<file path="config.mk">
export PLATFORM = sky130hd
export DESIGN_NAME = tdpt_rem
export DESIGN_NICKNAME = d
export VERILOG_FILES = /design/src/rtl/tdpt_pkg.sv /design/src/rtl/tdpt_rem.sv
export SDC_FILE = /design/constraint.sdc
export NUM_CORES = 1
export LEC_CHECK = 0
export BUFFER_PORTS_ARGS = -buffer_cell sky130_fd_sc_hd__buf_4
export CAP_MARGIN = 5
export CORE_MARGIN = 4
export CORE_UTILIZATION = 53
export CTS_BUF_LIST = sky130_fd_sc_hd__clkbuf_8
export CTS_CLUSTER_SIZE = 14
export DETAILED_ROUTE_END_ITERATION = 7
export PLACE_DENSITY = 0.78
export SYNTH_ARGS = -nofsm -noshare
export SYNTH_HDL_FRONTEND = slang
export SYNTH_SLANG_ARGS = --single-unit
</file>
<file path="constraint.sdc">
create_clock -name clk_i -period 2.75 [get_ports clk_i]
set_input_delay 0.55 -clock clk_i [delete_from_list [all_inputs] [get_ports clk_i]]
set_output_delay 0.55 -clock clk_i [all_outputs]
set_load 0.02 [all_outputs]
</file>
<file path="src/rtl/tdpt_pkg.sv">
package tdpt_pkg;

  // Candidate width and derived widths.
  localparam int unsigned WIDTH = 32;
  // Odd divisor reaches at most 2^ceil(WIDTH/2) + 1.
  localparam int unsigned DW    = (WIDTH + 1) / 2 + 1;
  localparam int unsigned SQW   = 2 * DW;
  localparam int unsigned CNTW  = $clog2(WIDTH + 1);

  // Microprogram addresses.
  localparam int unsigned UPCW       = 4;
  localparam logic [UPCW-1:0] STEP_IDLE  = 4'd0;
  localparam logic [UPCW-1:0] STEP_TWO   = 4'd1;
  localparam logic [UPCW-1:0] STEP_EVEN  = 4'd2;
  localparam logic [UPCW-1:0] STEP_SQ    = 4'd3;
  localparam logic [UPCW-1:0] STEP_BOUND = 4'd4;
  localparam logic [UPCW-1:0] STEP_GO    = 4'd5;
  localparam logic [UPCW-1:0] STEP_WAIT  = 4'd6;
  localparam logic [UPCW-1:0] STEP_TEST  = 4'd7;
  localparam logic [UPCW-1:0] STEP_INC   = 4'd8;
  localparam logic [UPCW-1:0] STEP_PRIME = 4'd9;
  localparam logic [UPCW-1:0] STEP_COMP  = 4'd10;

  // Jump conditions; the jump is taken when the condition is true.
  typedef enum logic [2:0] {
    COND_NEVER     = 3'd0,
    COND_ALWAYS    = 3'd1,
    COND_NO_START  = 3'd2,
    COND_IS_TWO    = 3'd3,
    COND_LOW_EVEN  = 3'd4,
    COND_SQ_GT     = 3'd5,
    COND_REM_BUSY  = 3'd6,
    COND_REM_ZERO  = 3'd7
  } cond_e;

  typedef struct packed {
    cond_e           cond;
    logic [UPCW-1:0] tgt;
    logic            ld;    // load candidate, divisor := 3
    logic            sq;    // register divisor squared
    logic            go;    // launch remainder unit
    logic            inc;   // divisor += 2
    logic            emit;  // send result
    logic            res;   // result value
  } ctl_t;

  // Remainder unit status.
  typedef struct packed {
    logic busy;
    logic zero;
  } rem_stat_t;

  function automatic ctl_t ucode(logic [UPCW-1:0] a);
    ctl_t c;
    c = '{cond: COND_NEVER, tgt: STEP_IDLE, default: 1'b0};
    case (a)
      STEP_IDLE: begin
        c.cond = COND_NO_START; c.tgt = STEP_IDLE; c.ld = 1'b1;
      end
      STEP_TWO: begin
        c.cond = COND_IS_TWO; c.tgt = STEP_PRIME;
      end
      STEP_EVEN: begin
        c.cond = COND_LOW_EVEN; c.tgt = STEP_COMP;
      end
      STEP_SQ: begin
        c.sq = 1'b1;
      end
      STEP_BOUND: begin
        c.cond = COND_SQ_GT; c.tgt = STEP_PRIME;
      end
      STEP_GO: begin
        c.go = 1'b1;
      end
      STEP_WAIT: begin
        c.cond = COND_REM_BUSY; c.tgt = STEP_WAIT;
      end
      STEP_TEST: begin
        c.cond = COND_REM_ZERO; c.tgt = STEP_COMP;
      end
      STEP_INC: begin
        c.cond = COND_ALWAYS; c.tgt = STEP_SQ; c.inc = 1'b1;
      end
      STEP_PRIME: begin
        c.cond = COND_ALWAYS; c.tgt = STEP_IDLE; c.emit = 1'b1; c.res = 1'b1;
      end
      STEP_COMP: begin
        c.cond = COND_ALWAYS; c.tgt = STEP_IDLE; c.emit = 1'b1;
      end
      default: begin
        c.cond = COND_ALWAYS; c.tgt = STEP_IDLE;
      end
    endcase
    return c;
  endfunction

endpackage

</file>
<file path="src/rtl/tdpt_rem.sv">
// Restoring remainder, one dividend bit per cycle.
module tdpt_rem (
  input  logic                         clk_i,
  input  logic                         rst_ni,
  input  logic                         go_i,
  input  logic [tdpt_pkg::WIDTH-1:0]   dividend_i,
  input  logic [tdpt_pkg::DW-1:0]      divisor_i,
  output tdpt_pkg::rem_stat_t          stat_o
);

  logic [tdpt_pkg::CNTW-1:0]  cnt_q, cnt_d;
  logic                       busy_q, busy_d;
  logic [tdpt_pkg::WIDTH-1:0] dv_q, dv_d;
  logic [tdpt_pkg::DW-1:0]    r_q, r_d;
  logic [tdpt_pkg::DW:0]      r_sh, r_sub;

  always_comb begin
    r_sh  = {r_q, dv_q[tdpt_pkg::WIDTH-1]};
    r_sub = r_sh - {1'b0, divisor_i};
    cnt_d  = cnt_q;
    busy_d = busy_q;
    dv_d   = dv_q;
    r_d    = r_q;
    if (go_i) begin
      cnt_d  = tdpt_pkg::CNTW'(tdpt_pkg::WIDTH);
      busy_d = 1'b1;
      dv_d   = dividend_i;
      r_d    = '0;
    end else if (busy_q) begin
      dv_d  = {dv_q[tdpt_pkg::WIDTH-2:0], 1'b0};
      r_d   = (r_sh >= {1'b0, divisor_i}) ? r_sub[tdpt_pkg::DW-1:0]
                                          : r_sh[tdpt_pkg::DW-1:0];
      cnt_d = cnt_q - 1'b1;
      if (cnt_q == tdpt_pkg::CNTW'(1)) begin
        busy_d = 1'b0;
      end
    end
  end

  always_ff @(posedge clk_i or negedge rst_ni) begin
    if (!rst_ni) begin
      cnt_q  <= '0;
      busy_q <= 1'b0;
    end else begin
      cnt_q  <= cnt_d;
      busy_q <= busy_d;
    end
  end

  always_ff @(posedge clk_i) begin
    dv_q <= dv_d;
    r_q  <= r_d;
  end

  assign stat_o.busy = busy_q;
  assign stat_o.zero = (r_q == '0);

  a_cnt_busy: assert property (@(posedge clk_i) disable iff (!rst_ni)
    busy_q |-> cnt_q != '0)
    else $error("remainder unit busy with zero count");

  a_go_idle: assert property (@(posedge clk_i) disable iff (!rst_ni)
    go_i |=> busy_q && cnt_q == tdpt_pkg::CNTW'(tdpt_pkg::WIDTH))
    else $error("remainder unit did not start");

  a_done: assert property (@(posedge clk_i) disable iff (!rst_ni)
    (busy_q && cnt_q == tdpt_pkg::CNTW'(1) && !go_i) |=> !busy_q)
    else $error("remainder unit overran");

endmodule

</file>
Word-level counts from Yosys, hierarchy flattened
Index checks and enable logic that the tools add are counted.
{"block": "totals", "regBits": 56, "out_inout_bits": 2, "input_bits": 52}
{"block": "op_classes", "muxes": 8, "addsub": 2, "n_reduce_logical": 2, "magnitude_cmp": 1, "eq_ne": 1}
{"operator": "32-bit 2-to-1 mux", "count": 2}
{"operator": "18-bit by 17-bit greater-or-equal comparator with 1-bit output", "count": 1}
{"operator": "17-bit logical NOT", "count": 1}
{"operator": "17-bit 2-to-1 mux", "count": 1}
{"operator": "17-bit subtractor", "count": 1}
{"operator": "6-bit 2-to-1 mux", "count": 2}
{"operator": "6-bit by 1-bit equality test with 1-bit output, second input constant", "count": 1}
{"operator": "6-bit by 1-bit subtractor with 6-bit output, second input constant", "count": 1}
{"operator": "1-bit 2-to-1 mux", "count": 3}
{"operator": "2-bit nonzero test", "count": 1}

Logic depth before layout (Yosys ltp)
Gate-level depths: netlist (run 1).
{"block": "depth", "depth_word": 4, "ltp_mapped": 12, "mapped_depth_nobuf": 10}

Least setup slack after synthesis (run 1)
Ideal clock, no wire load.
{"block": "synth_timing", "path_type": "input port to flip-flop", "startpoint": "input port divisor_i[0] in the netlist's numbering", "endpoint": "register r_q[0] in the netlist's numbering", "path_buffers": 0, "arrival_time_ps": 2727, "path_stages": 9, "required_ps": 2664, "path_slack_ps": -62, "cell_sequence": "ha_1 > inv_1 > fa_1 > a21o_1 > a221oi_2 > a2111oi_4 > nor3_4 > mux2_2 > a211oi_1"}
{"block": "synth_via", "elab_chain_len": 2, "elab_cells_between_ends": 3, "cone_classes": "add/sub: 1; order compare: 1; mux: 1"}
{"element": "from (decl)", "line": "tdpt_rem.sv:7", "text": "input logic [tdpt_pkg::DW-1:0] divisor_i,"}
{"element": "17-bit subtractor or 18-bit by 17-bit greater-or-equal comparator with 1-bit output (tied branches)", "line": "tdpt_rem.sv:19, tdpt_rem.sv:31"}
{"element": "17-bit 2-to-1 mux *", "line": "tdpt_rem.sv:31", "text": "r_d = (r_sh >= {1'b0, divisor_i}) ? r_sub[tdpt_pkg::DW-1:0]"}
{"element": "to (signal assigned)", "line": "tdpt_rem.sv:52", "text": "r_q <= r_d;"}
{"element": "to (decl)", "line": "tdpt_rem.sv:14", "text": "logic [tdpt_pkg::DW-1:0] r_q, r_d;"}
Mark *: on every way between the ends. The rest lies on a longest branch, timed or not.
A chain may end at the register's enable or synchronous reset.

Final worst setup path (run 1)
{"block": "layout_timing", "startpoint": "register dv_q[31] in the netlist's numbering", "endpoint": "register r_q[0] in the netlist's numbering"}
{"block": "layout_via", "elab_chain_len": 2, "elab_cells_between_ends": 3, "cone_classes": "add/sub: 1; order compare: 1; mux: 1"}
{"element": "from (decl)", "line": "tdpt_rem.sv:13", "text": "logic [tdpt_pkg::WIDTH-1:0] dv_q, dv_d;"}
{"element": "from (signal assigned)", "line": "tdpt_rem.sv:51", "text": "dv_q <= dv_d;"}
{"element": "17-bit subtractor or 18-bit by 17-bit greater-or-equal comparator with 1-bit output (tied branches)", "line": "tdpt_rem.sv:19, tdpt_rem.sv:31"}
{"element": "17-bit 2-to-1 mux *", "line": "tdpt_rem.sv:31"}
Marked as above.

==> results.md, run 1 <==
* Routed WL per cell at 16.03 um
* Number of synthesized flops with an enable pin at 32
* Die width at roughly 90 um
* Crit path time final at 2.628 ns
* Via Count at about 2900
* Cts bufs inserted at 5
* Initial Util at ~55%
* Largest net degree at the start of global routing at 53
* Layout cells sized above 1 at a little under a third
* Max-Cap Viols at 0
* Crit path DAT at 2.86 ns
* Clock skew at 0.01175 ns
* Clk root buf: clkbuf_8
* Worst Path Max Fanout at 3
* Final hold viol count at 0
* Final core occ at 66.67%
* FF-to-FF path depth at 11
* FF-to-FF Start: dv_q[31]
* Post-synth top flop: edfxtp_1
* # clock sinks at 56
* Clock slew at reported path FFs at 0.10 ns
* Detail Placement HPWL at 6121 um
* Mapped Nets at between 400 and 500
* CP endpoint kind: flop
* Final Net Count at 494
* Drt pass-1 iters at 4
* Area grow syn2layout at 21.75%
* HP Class: primary input to async pin
* Die ar. at 7962 um^2
* Synth Warn # at 0
* Global route overflow at 0
* FF-to-FF End: r_q[0]
* Synthesized flop and latch total at 56
* Gpl congestion at 0.9059
* CP startpoint: dv_q[31]
* Peak Freq at 380.6 MHz
* Vias/cell at 5.716
* Routed WL at 8016 um
* # setup viols final at 0
* WP data required at 2.99 ns
* Synthesized area per cell at 9.935 um^2
* Initial antenna violation count at 0
* Leakage power figure at 1.850 nW
* H-tree depth at 2
* Post-Syn Area at 3497 um^2
* Synth Instances at 352
* Non-filler instance count after layout at 500
* Unrepaired setup endpoints after global routing: yes
* FFs w/ async S/R, synth at 12.50%
* Post-Route Setup TNS at 0 ns
* Status: completed
* VDD IR-drop max at 0.4360 mV
* Antenna Nets Post-Route at 0
* Port Buffers at 53
* Reg2Reg Setup Slack at 0.12 ns
* Count of cell types in the netlist at 54
* Global-route wire length before repair at 12640 um
* Overall Power at 0.003103 W
* Vias in the first global route at roughly 2700
* Final Slew Violations at 0
* Pwr per Cell Area at 728.8 nW/um^2
* Slew HR at 58.06%
* Placement Rows at 29
* Number of antenna diodes at 0
* Bufs on Longest Clock Path at 2
* I/O pin count at 54
* Core area at 6386 um^2
* Period utilization at between 90 and 100%
* Nature of the critical path startpoint: flop
* Total Routing Usage GR at 20.18%
* Vert. Die Dim at about 89 um
* CTS tree: built
* Cell total after placement at 489
* Worst-skew pair later-pin latency at around 0.31 ns
* Seq/Total Area, Yosys at 42.22%
* DR DRC count at 0
* CP Class: flop to flop
* Worst slew pin tran at 0.6203 ns
* Iteration-0 DRC Markers at 129
## flip-flops by register name, indices dropped and copies added (netlist names)
register and cells:
busy_q 1, dv_q 32, r_q 17, cnt_q 6
## Yosys cell counts (all sizes together) (5+ instances only)
master	number	area (um^2)
a21oi	19	95.09
a311oi	7	61.31
and3	5	36.28
buf	11	78.82
clkbuf	11	41.29
dfrtp	7	175.2
dfxtp	17	340.3
edfxtp	32	960.9
ha	19	237.7
inv	25	93.84
mux2	32	360.4
nand2	30	112.6
nand2b	6	37.54
nand3	7	35.03
nand4	6	37.54
nor2	29	108.9
nor3	6	41.29
nor4	6	37.54
o21ai	20	100.1
xnor2	13	113.9
## where the power goes
| group | total (W) | internal, W | switching, W |
|---|---|---|---|
| registers | 0.00120 | 0.00106 | 0.000137 |
| clock network | 0.000524 | 0.000267 | 0.000257 |
| logic | 0.00138 | 0.000671 | 0.000710 |
| total | 0.00310 | 0.00200 | 0.00110 |
## cell usage in the layout (no fill, tap or decap), types with 2 or more instances in the layout
| master | netlist | layout |
|---|---|---|
| a211o_1 | 2 | 2 |
| a211oi_1 | 3 | 2 |
| a21o_1 | 3 | 3 |
| a21oi_1 | 19 | 19 |
| a22oi_1 | 2 | 2 |
| a311oi_1 | 7 | 7 |
| a31oi_1 | 3 | 3 |
| a32oi_1 | 3 | 3 |
| and3_1 | 4 | 4 |
| buf_4 | 1 | 83 |
| clkbuf_8 | 0 | 5 |
| dfrtp_1 | 7 | 7 |
| dfxtp_1 | 17 | 17 |
| edfxtp_1 | 32 | 32 |
| ha_1 | 19 | 18 |
| inv_1 | 25 | 25 |
| mux2_2 | 32 | 31 |
| mux2i_1 | 3 | 3 |
| nand2_1 | 30 | 29 |
| nand2b_1 | 6 | 6 |
| nand3_1 | 7 | 7 |
| nand4_1 | 6 | 6 |
| nor2_1 | 29 | 29 |
| nor2b_1 | 2 | 2 |
| nor3_1 | 5 | 5 |
| nor4_1 | 6 | 6 |
| o211ai_1 | 2 | 2 |
| o21ai_0 | 20 | 20 |
| o31ai_1 | 2 | 2 |
| xnor2_1 | 13 | 13 |
| xor2_1 | 2 | 2 |
## timing repair
action | in CTS | in global routing
buffers inserted | 0 | 2
hold buffers | 0 | 0
setup endpoints to repair | 0 | 16
gates resized for setup | 0 | 8
## layer usage
| metal | track usage (%) | share of wire, % | wire (um) |
|---|---|---|---|
| met1 | 26.56 | 43 | 3445 |
| met2 | 34.83 | 51 | 4092 |
| met4 | 5.007 | 1.1 | 87 |
| met3 | 3.134 | 4.9 | 391 |
| met5 | 0 | 0 | 0 |
## worst max-delay path by stage
stage	slack, ns	to
floorplan	0.009	r_q[8]
global placement	-0.005	r_q[0]
detailed placement	-0.12	r_q[1]
CTS	0.01	r_q[5]
global route	-0.004	r_q[5]
finish	0.12	r_q[0]
## stage by stage
stage	hold WS, ns	instance area [um^2]	worst slack (ns)
finish	0.03920	4258	0.1223
global route	0.02842	4258	-0.004295
CTS	0.03691	4208	0.01244
detailed placement	0.3708	4100	-0.1152
global placement	0.3701	4100	-0.005381
floorplan	0.2544	3508	0.008943
## worst max-delay path, stage by stage, from the launching register on
cell       delay, ns
edfxtp_1        0.40
inv_2           0.10
ha_4            0.13
inv_1           0.05
fa_2            0.34
a21o_1          0.21
a221oi_4        0.34
a2111oi_4       0.12
buf_4           0.16
nor3_4          0.20
mux2_4          0.33
a211oi_2        0.20
## layout make-up
class / count / area (um^2)
fill: 507 / 2128
multi-input combinational: 249 / 1844
sequential: 56 / 1476
timing repair buffer: 85 / 639.4
tap: 77 / 96.34
inverter: 25 / 93.84
clock buffer: 5 / 68.82
clock inverter: 3 / 38.79
## logic make-up (layout without fill, tap and decap cells)
group / count (synthesis) / count (layout) / synth area share, %
xor gates and xnor gates: 15 / 15 / 3.757
DFF: 56 / 56 / 42.22
buffers and inverters: 47 / 118 / 6.118
adders and majority gates: 20 / 20 / 7.370
AOI/OAI and AO/OA: 78 / 78 / 15.42
and+or+nand+nor: 101 / 101 / 13.95
muxes: 35 / 35 / 11.16
Power figures use the tool's default switching activity.
==> inputs of run 2 (changes only) <==
--- a/config.mk
+++ b/config.mk
@@ -8,7 +8,7 @@
 export BUFFER_PORTS_ARGS = -buffer_cell sky130_fd_sc_hd__buf_4
 export CAP_MARGIN = 5
 export CORE_MARGIN = 4
-export CORE_UTILIZATION = 53
+export CORE_UTILIZATION = 55
 export CTS_BUF_LIST = sky130_fd_sc_hd__clkbuf_8
 export CTS_CLUSTER_SIZE = 14
 export DETAILED_ROUTE_END_ITERATION = 7
==> constraint.sdc (replaced) <==
create_clock -name clk_i -period 2.9 [get_ports clk_i]
set_input_delay 0.58 -clock clk_i [delete_from_list [all_inputs] [get_ports clk_i]]
set_output_delay 0.58 -clock clk_i [all_outputs]
set_load 0.02 [all_outputs]
==> run 2 against run 1 <==
  * Sequential share of layout area grew 1.6 points
  * Via count shrank 3.3%
  * Power decreased by 12%
  * Global-route usage shrank 0.12 points
  * Sequential power down 6%
  * Non-clock buffer count fell by 17
  * Register-to-register slack improved by 0.06 ns
  * Critical path type unchanged
  * First-iteration DRC count up 38%
  * Flip-flop and latch count did not move
==> results.md, run 2 (same netlist as run 1, synthesis figures left out) <==
* Most common cell after layout, fill and taps aside: buf_4
* FF-to-FF Start: dv_q[31]
* Port Buffers at 53
* Routed WL per cell at 15.83 um
* Largest net degree at the start of global routing at 33
* Worst setup path endpoint: r_q[7]
* Status: completed
* H-tree depth at 2
* Largest regs: dv_q (32), r_q (17), cnt_q (6)
* Post-CTS sizing at 0
* Routed WL at 7612 um
* DR DRC count at 0
* Vert. Die Dim at between 80 and 90 um
* Non-filler instance count after layout at a little under 500
* Vias/cell at between 5 and 6
* Clock skew at 0.009368 ns
* CP endpoint kind: flop
* VDD IR-drop max at 0.5552 mV
* Pwr per Cell Area at between 600 and 700 nW/um^2
* Clock slew at reported path FFs at 0.10 ns
* # setup viols final at 0
* Cell total after placement at between 400 and 500
* Crit path time final at 2.717 ns
* Overall Power at 0.002731 W
* Die width at 87.74 um
* Biggest register: dv_q
* Gpl congestion at 0.8860
* Initial antenna violation count at 0
* Antenna Nets Post-Route at 0
* Most frequent cells in the layout: buf_4 (68), mux2_2 (32), edfxtp_1 (32)
* Period utilization at between 90% and 100%
* Unrepaired setup endpoints after global routing: no
* Vias in the first global route at about 2600
* Via Count at 2763
* I/O pin count at 54
* Drt pass-1 iters at 4
* Area grow syn2layout at 16.24%
* Clk root buf: clkbuf_8
* Slew HR at 55.26%
* CP startpoint: dv_q[31]
* Final Slew Violations at 0
* CTS tree: built
* # Post-CTS Setup Buffers at 0
* Worst Path Max Fanout at 13
* FF-to-FF End: r_q[7]
* Nature of the critical path startpoint: flop
* Placement Rows at 28
* Initial Util at slightly below 60%
* Global-route wire length before repair at 12300 um
* Cts bufs inserted at 5
* Reg2Reg Setup Slack at 0.18 ns
* Final hold viol count at 0
* FF-to-FF path depth at 11
* Global route overflow at 0
* Iteration-0 DRC Markers at approximately 180
* Crit path DAT at approximately 2.9 ns
* Max reg flops at 32
* WP data required at 3.12 ns
* Leakage power figure at 1.745 nW
* Core area at 6061 um^2
* Cts hold-fix bufs at 0
* Total Routing Usage GR at 20.06%
* Peak Freq at 368.1 MHz
* Final Net Count at 477
* Number of antenna diodes at 0
* Bufs on Longest Clock Path at 2
* Layout cells sized above 1 at 27.59%
* Detail Placement HPWL at 5684 um
* Worst-skew pair later-pin latency at 0.30 ns
* Final core occ at roughly two thirds
* Post-Route Setup TNS at 0 ns
* Max-Cap Viols at 0
* Die ar. at around 7700 um^2
* Worst slew pin tran at approximately 0.67 ns
* Hold Slack at 0.07100 ns
* HP Class: primary input to async pin
* # clock sinks at 56
* CP Class: flop to flop
-- run 2: where the power goes --
| group | total, W | switching (W) | internal (W) |
|---|---|---|---|
| Combinational | 0.00120 | 0.000641 | 0.000555 |
| Clock | 0.000404 | 0.000239 | 0.000165 |
| Sequential | 0.00113 | 0.000125 | 0.00101 |
-- run 2: worst min-delay path by stage --
stage                      start       end  depth (start not counted)
after CTS                 rst_ni  cnt_q[2]                          1
after detailed placement  rst_ni  cnt_q[2]                          1
after floorplan           rst_ni    busy_q                          0
final                     rst_ni  cnt_q[2]                          1
after global routing      rst_ni  cnt_q[5]                          1
after global placement    rst_ni  cnt_q[2]                          1
-- run 2: layer usage --
layer	global-route usage (%)	vias to the layer above	wire length (um)	share of wire, %
met5	0	-	0	0
met4	4.045	0	68	0.89
met3	3.293	8	321	4.2
met2	32.81	75	3772	50
met1	28.27	1289	3449	45
li1	-	1391	-	-
-- run 2: layout make-up --
| type | instances | area (um^2) |
|---|---|---|
| fill | 477 | 1996 |
| multi-input combinational | 249 | 1807 |
| sequential | 56 | 1476 |
| timing repair buffer | 68 | 510.5 |
| inverter | 25 | 93.84 |
| tap | 75 | 93.84 |
| clock buffer | 5 | 68.82 |
| clock inverter | 3 | 15.01 |
-- run 2: through the flow --
stage | worst slack [ns] | instance area [um^2]
6_report | 0.1835 | 4065
5_1_grt | 0.02170 | 4065
4_1_cts | 0.1544 | 4065
3_5_place_dp | -0.04214 | 3981
3_3_place_gp | 0.09576 | 3981
2_1_floorplan | 0.05762 | 3497
-- run 2: worst max-delay path, stage by stage (launching register included) --
cell       delay [ns]
edfxtp_1         0.39
inv_1            0.09
ha_1             0.15
inv_1            0.05
fa_1             0.38
a21o_1           0.21
a221oi_2         0.36
a2111oi_4        0.15
or3_1            0.37
buf_4            0.20
mux2i_1          0.12
o21ai_0          0.17
==> inputs of run 3 (changes only) <==
--- a/config.mk
+++ b/config.mk
@@ -13,6 +13,7 @@
 export CTS_CLUSTER_SIZE = 14
 export DETAILED_ROUTE_END_ITERATION = 7
 export PLACE_DENSITY = 0.78
+export RECOVER_POWER = 50
 export SYNTH_ARGS = -nofsm -noshare
 export SYNTH_HDL_FRONTEND = slang
 export SYNTH_SLANG_ARGS = --single-unit
==> run 3 against run 2 <==
  * Count of clock-buffer cells in the layout is the same
  * Die area stayed put
  * Via count down 0.65%
  * Flip-flop and latch count unchanged
  * Wire length fell by 0.24%
  * Critical endpoint unchanged
  * Clock skew shrank 0.00053 ns
  * Clock power barely moved
  * Maximum frequency up 0.41%
==> results.md, run 3 (same netlist as run 1, synthesis figures left out) <==
* Post-CTS sizing at 0
* # Post-CTS Setup Buffers at 0
* Vias/cell at approximately 5.7
* # setup viols final at 0
* Biggest register: dv_q
* Worst slew pin tran at 1.060 ns
* Worst-skew pair later-pin latency at 0.30 ns
* Most frequent cells in the layout: buf_4 (64), edfxtp_1 (32), mux2_2 (31)
* Largest regs: dv_q (32), r_q (17), cnt_q (6)
* Iteration-0 DRC Markers at approximately 180
* Period utilization at 93.29%
* Most common cell after layout, fill and taps aside: buf_4
* Area grow syn2layout at 15.89%
* Global-route wire length before repair at 12300 um
* Critical path, cell by cell: inv_1 -> ha_1 -> inv_1 -> fa_1 -> a21o_1 -> a221oi_2 -> a2111oi_4 -> or3_1 -> buf_4 -> mux2i_1 -> o21ai_0
* CP Class: flop to flop
* FF-to-FF Start: dv_q[31]
* CP max-delay cell: edfxtp_1
* Peak Freq at 369.6 MHz
* Sequential power share at 41.4%
* Cts bufs inserted at 5
* Routed WL at approximately 7600 um
* Final hold viol count at 0
* Number of antenna diodes at 0
* Largest net degree at the start of global routing at 33
* Pwr per Cell Area at 673.6 nW/um^2
* VDD IR-drop max at about 0.56 mV
* FF+latch area at 1476 um^2
* Routed WL per cell at 15.79 um
* Vert. Die Dim at 87.74 um
* Global route overflow at 0
* CP dominant cell by count: inv_1
* Cts hold-fix bufs at 0
* Initial Util at between 50 and 60%
* CP startpoint: dv_q[31]
* Antenna Nets Post-Route at 0
* Delay of the slowest critical-path stage at roughly 0.4 ns
* Detail Placement HPWL at 5684 um
* Unrepaired setup endpoints after global routing: no
* Placement Rows at 28
* Final core occ at 66.87%
* I/O pin count at 54
* Crit path time final at about 2.7 ns
* Die ar. at a little under 8000 um^2
* Layout cells sized above 1 at 26.85%
* Comb pwr share at 43.8%
* WP data required at 3.12 ns
* Clock slew at reported path FFs at 0.10 ns
* Vias in the first global route at 2617
* Non-filler instance count after layout at 481
* Clock skew at 0.008839 ns
* Clock share of power at 14.8%
* CTS tree: built
* Dominant delay contributor by cell family on the critical path: compound AO/OA/AOI/OAI gates
* Clk root buf: clkbuf_8
* Psw at between 0.001 and 0.0015 W
* Final Slew Violations at 0
* Die width at 87.74 um
* Leakage power figure at 1.737 nW
* Worst setup margin at 0.1945 ns
* Nature of the critical path startpoint: flop
* DR DRC count at 0
* Crit path DAT at about 3 ns
* Dpl ws at -0.04214 ns
* Final Net Count at 477
* Gpl congestion at 0.8860
* H-tree depth at 2
* Worst Path Max Fanout at 13
* Switching Fraction at 36.85%
* FILL cells at 480
* Port Buffers at 53
* Multi-input logic area at 1807 um^2
* Drt pass-1 iters at 4
* Cell total after placement at between 400 and 500
* HP Class: primary input to async pin
* Total Routing Usage GR at 20.06%
* Max-Cap Viols at 0
* Max reg flops at 32
* Status: completed
* Via Count at between 2000 and 3000
* Core area at between 6000 and 7000 um^2
* Bufs on Longest Clock Path at 2
* Int Pwr at ~0.0017 W
* Initial antenna violation count at 0
* Bufs and invs on worst path at 3
* CP endpoint kind: flop
* Slew HR at around 29%
* # clock sinks at 56
-- run 3: cell type report --
cell class | count | area share, %
Inverter | 25 | 2.316
Multi-Input combinational cell | 249 | 44.58
Timing Repair Buffer | 68 | 12.29
Tap cell | 75 | 2.316
Sequential cell | 56 | 36.43
Clock buffer | 5 | 1.698
Clock inverter | 3 | 0.3705
-- run 3: per-layer routing --
metal | part of all wire, % | global-route usage, % | vias up
li1 | - | - | 1388
met1 | 44 | 28.27 | 1262
met2 | 50 | 32.81 | 87
met3 | 5.3 | 3.293 | 8
met4 | 0.90 | 4.045 | 0
met5 | 0 | 0 | -
-- run 3: final timing paths --
check | end | slack (ns) | cells after the start
worst min-delay path | cnt_q[2] | 0.17 | 1
worst min register to register | r_q[12] | 0.53 | 2
min in group clk_i | r_q[12] | 0.53 | 2
max in group asynchronous | cnt_q[3] | 2.44 | 1
worst max-delay path | r_q[7] | 0.19 | 11
worst max register to register | r_q[7] | 0.19 | 11
-- run 3: power by group through the flow --
stage | combinational, W | clock [W] | sequential (W)
floorplan | 0.000903 | 0 | 0.00110
global placement | 0.00116 | 0 | 0.00114
detailed placement | 0.00118 | 0 | 0.00114
CTS | 0.00119 | 0.000417 | 0.00113
global route | 0.00132 | 0.000442 | 0.00115
finish | 0.00120 | 0.000404 | 0.00113
-- run 3: metrics by stage --
stage / total power [W] / cell area, um^2 / TNS, ns / hold WS, ns
floorplan: 0.002003 / 3497 / 0 / 0.2844
global placement: 0.002295 / 3981 / 0 / 0.3983
detailed placement: 0.002326 / 3981 / -0.04214 / 0.4003
CTS: 0.002734 / 4065 / 0 / 0.06698
global route: 0.002914 / 4053 / 0 / 0.1798
finish: 0.002730 / 4053 / 0 / 0.1665
-- run 3: worst reg2reg max path, stage by stage (launching register included) --
cell and delay, ns:
edfxtp_1 0.39, inv_1 0.09, ha_1 0.15, inv_1 0.05, fa_1 0.38, a21o_1 0.21, a221oi_2 0.36, a2111oi_4 0.15
or3_1 0.37, buf_4 0.20, mux2i_1 0.12, o21ai_0 0.16
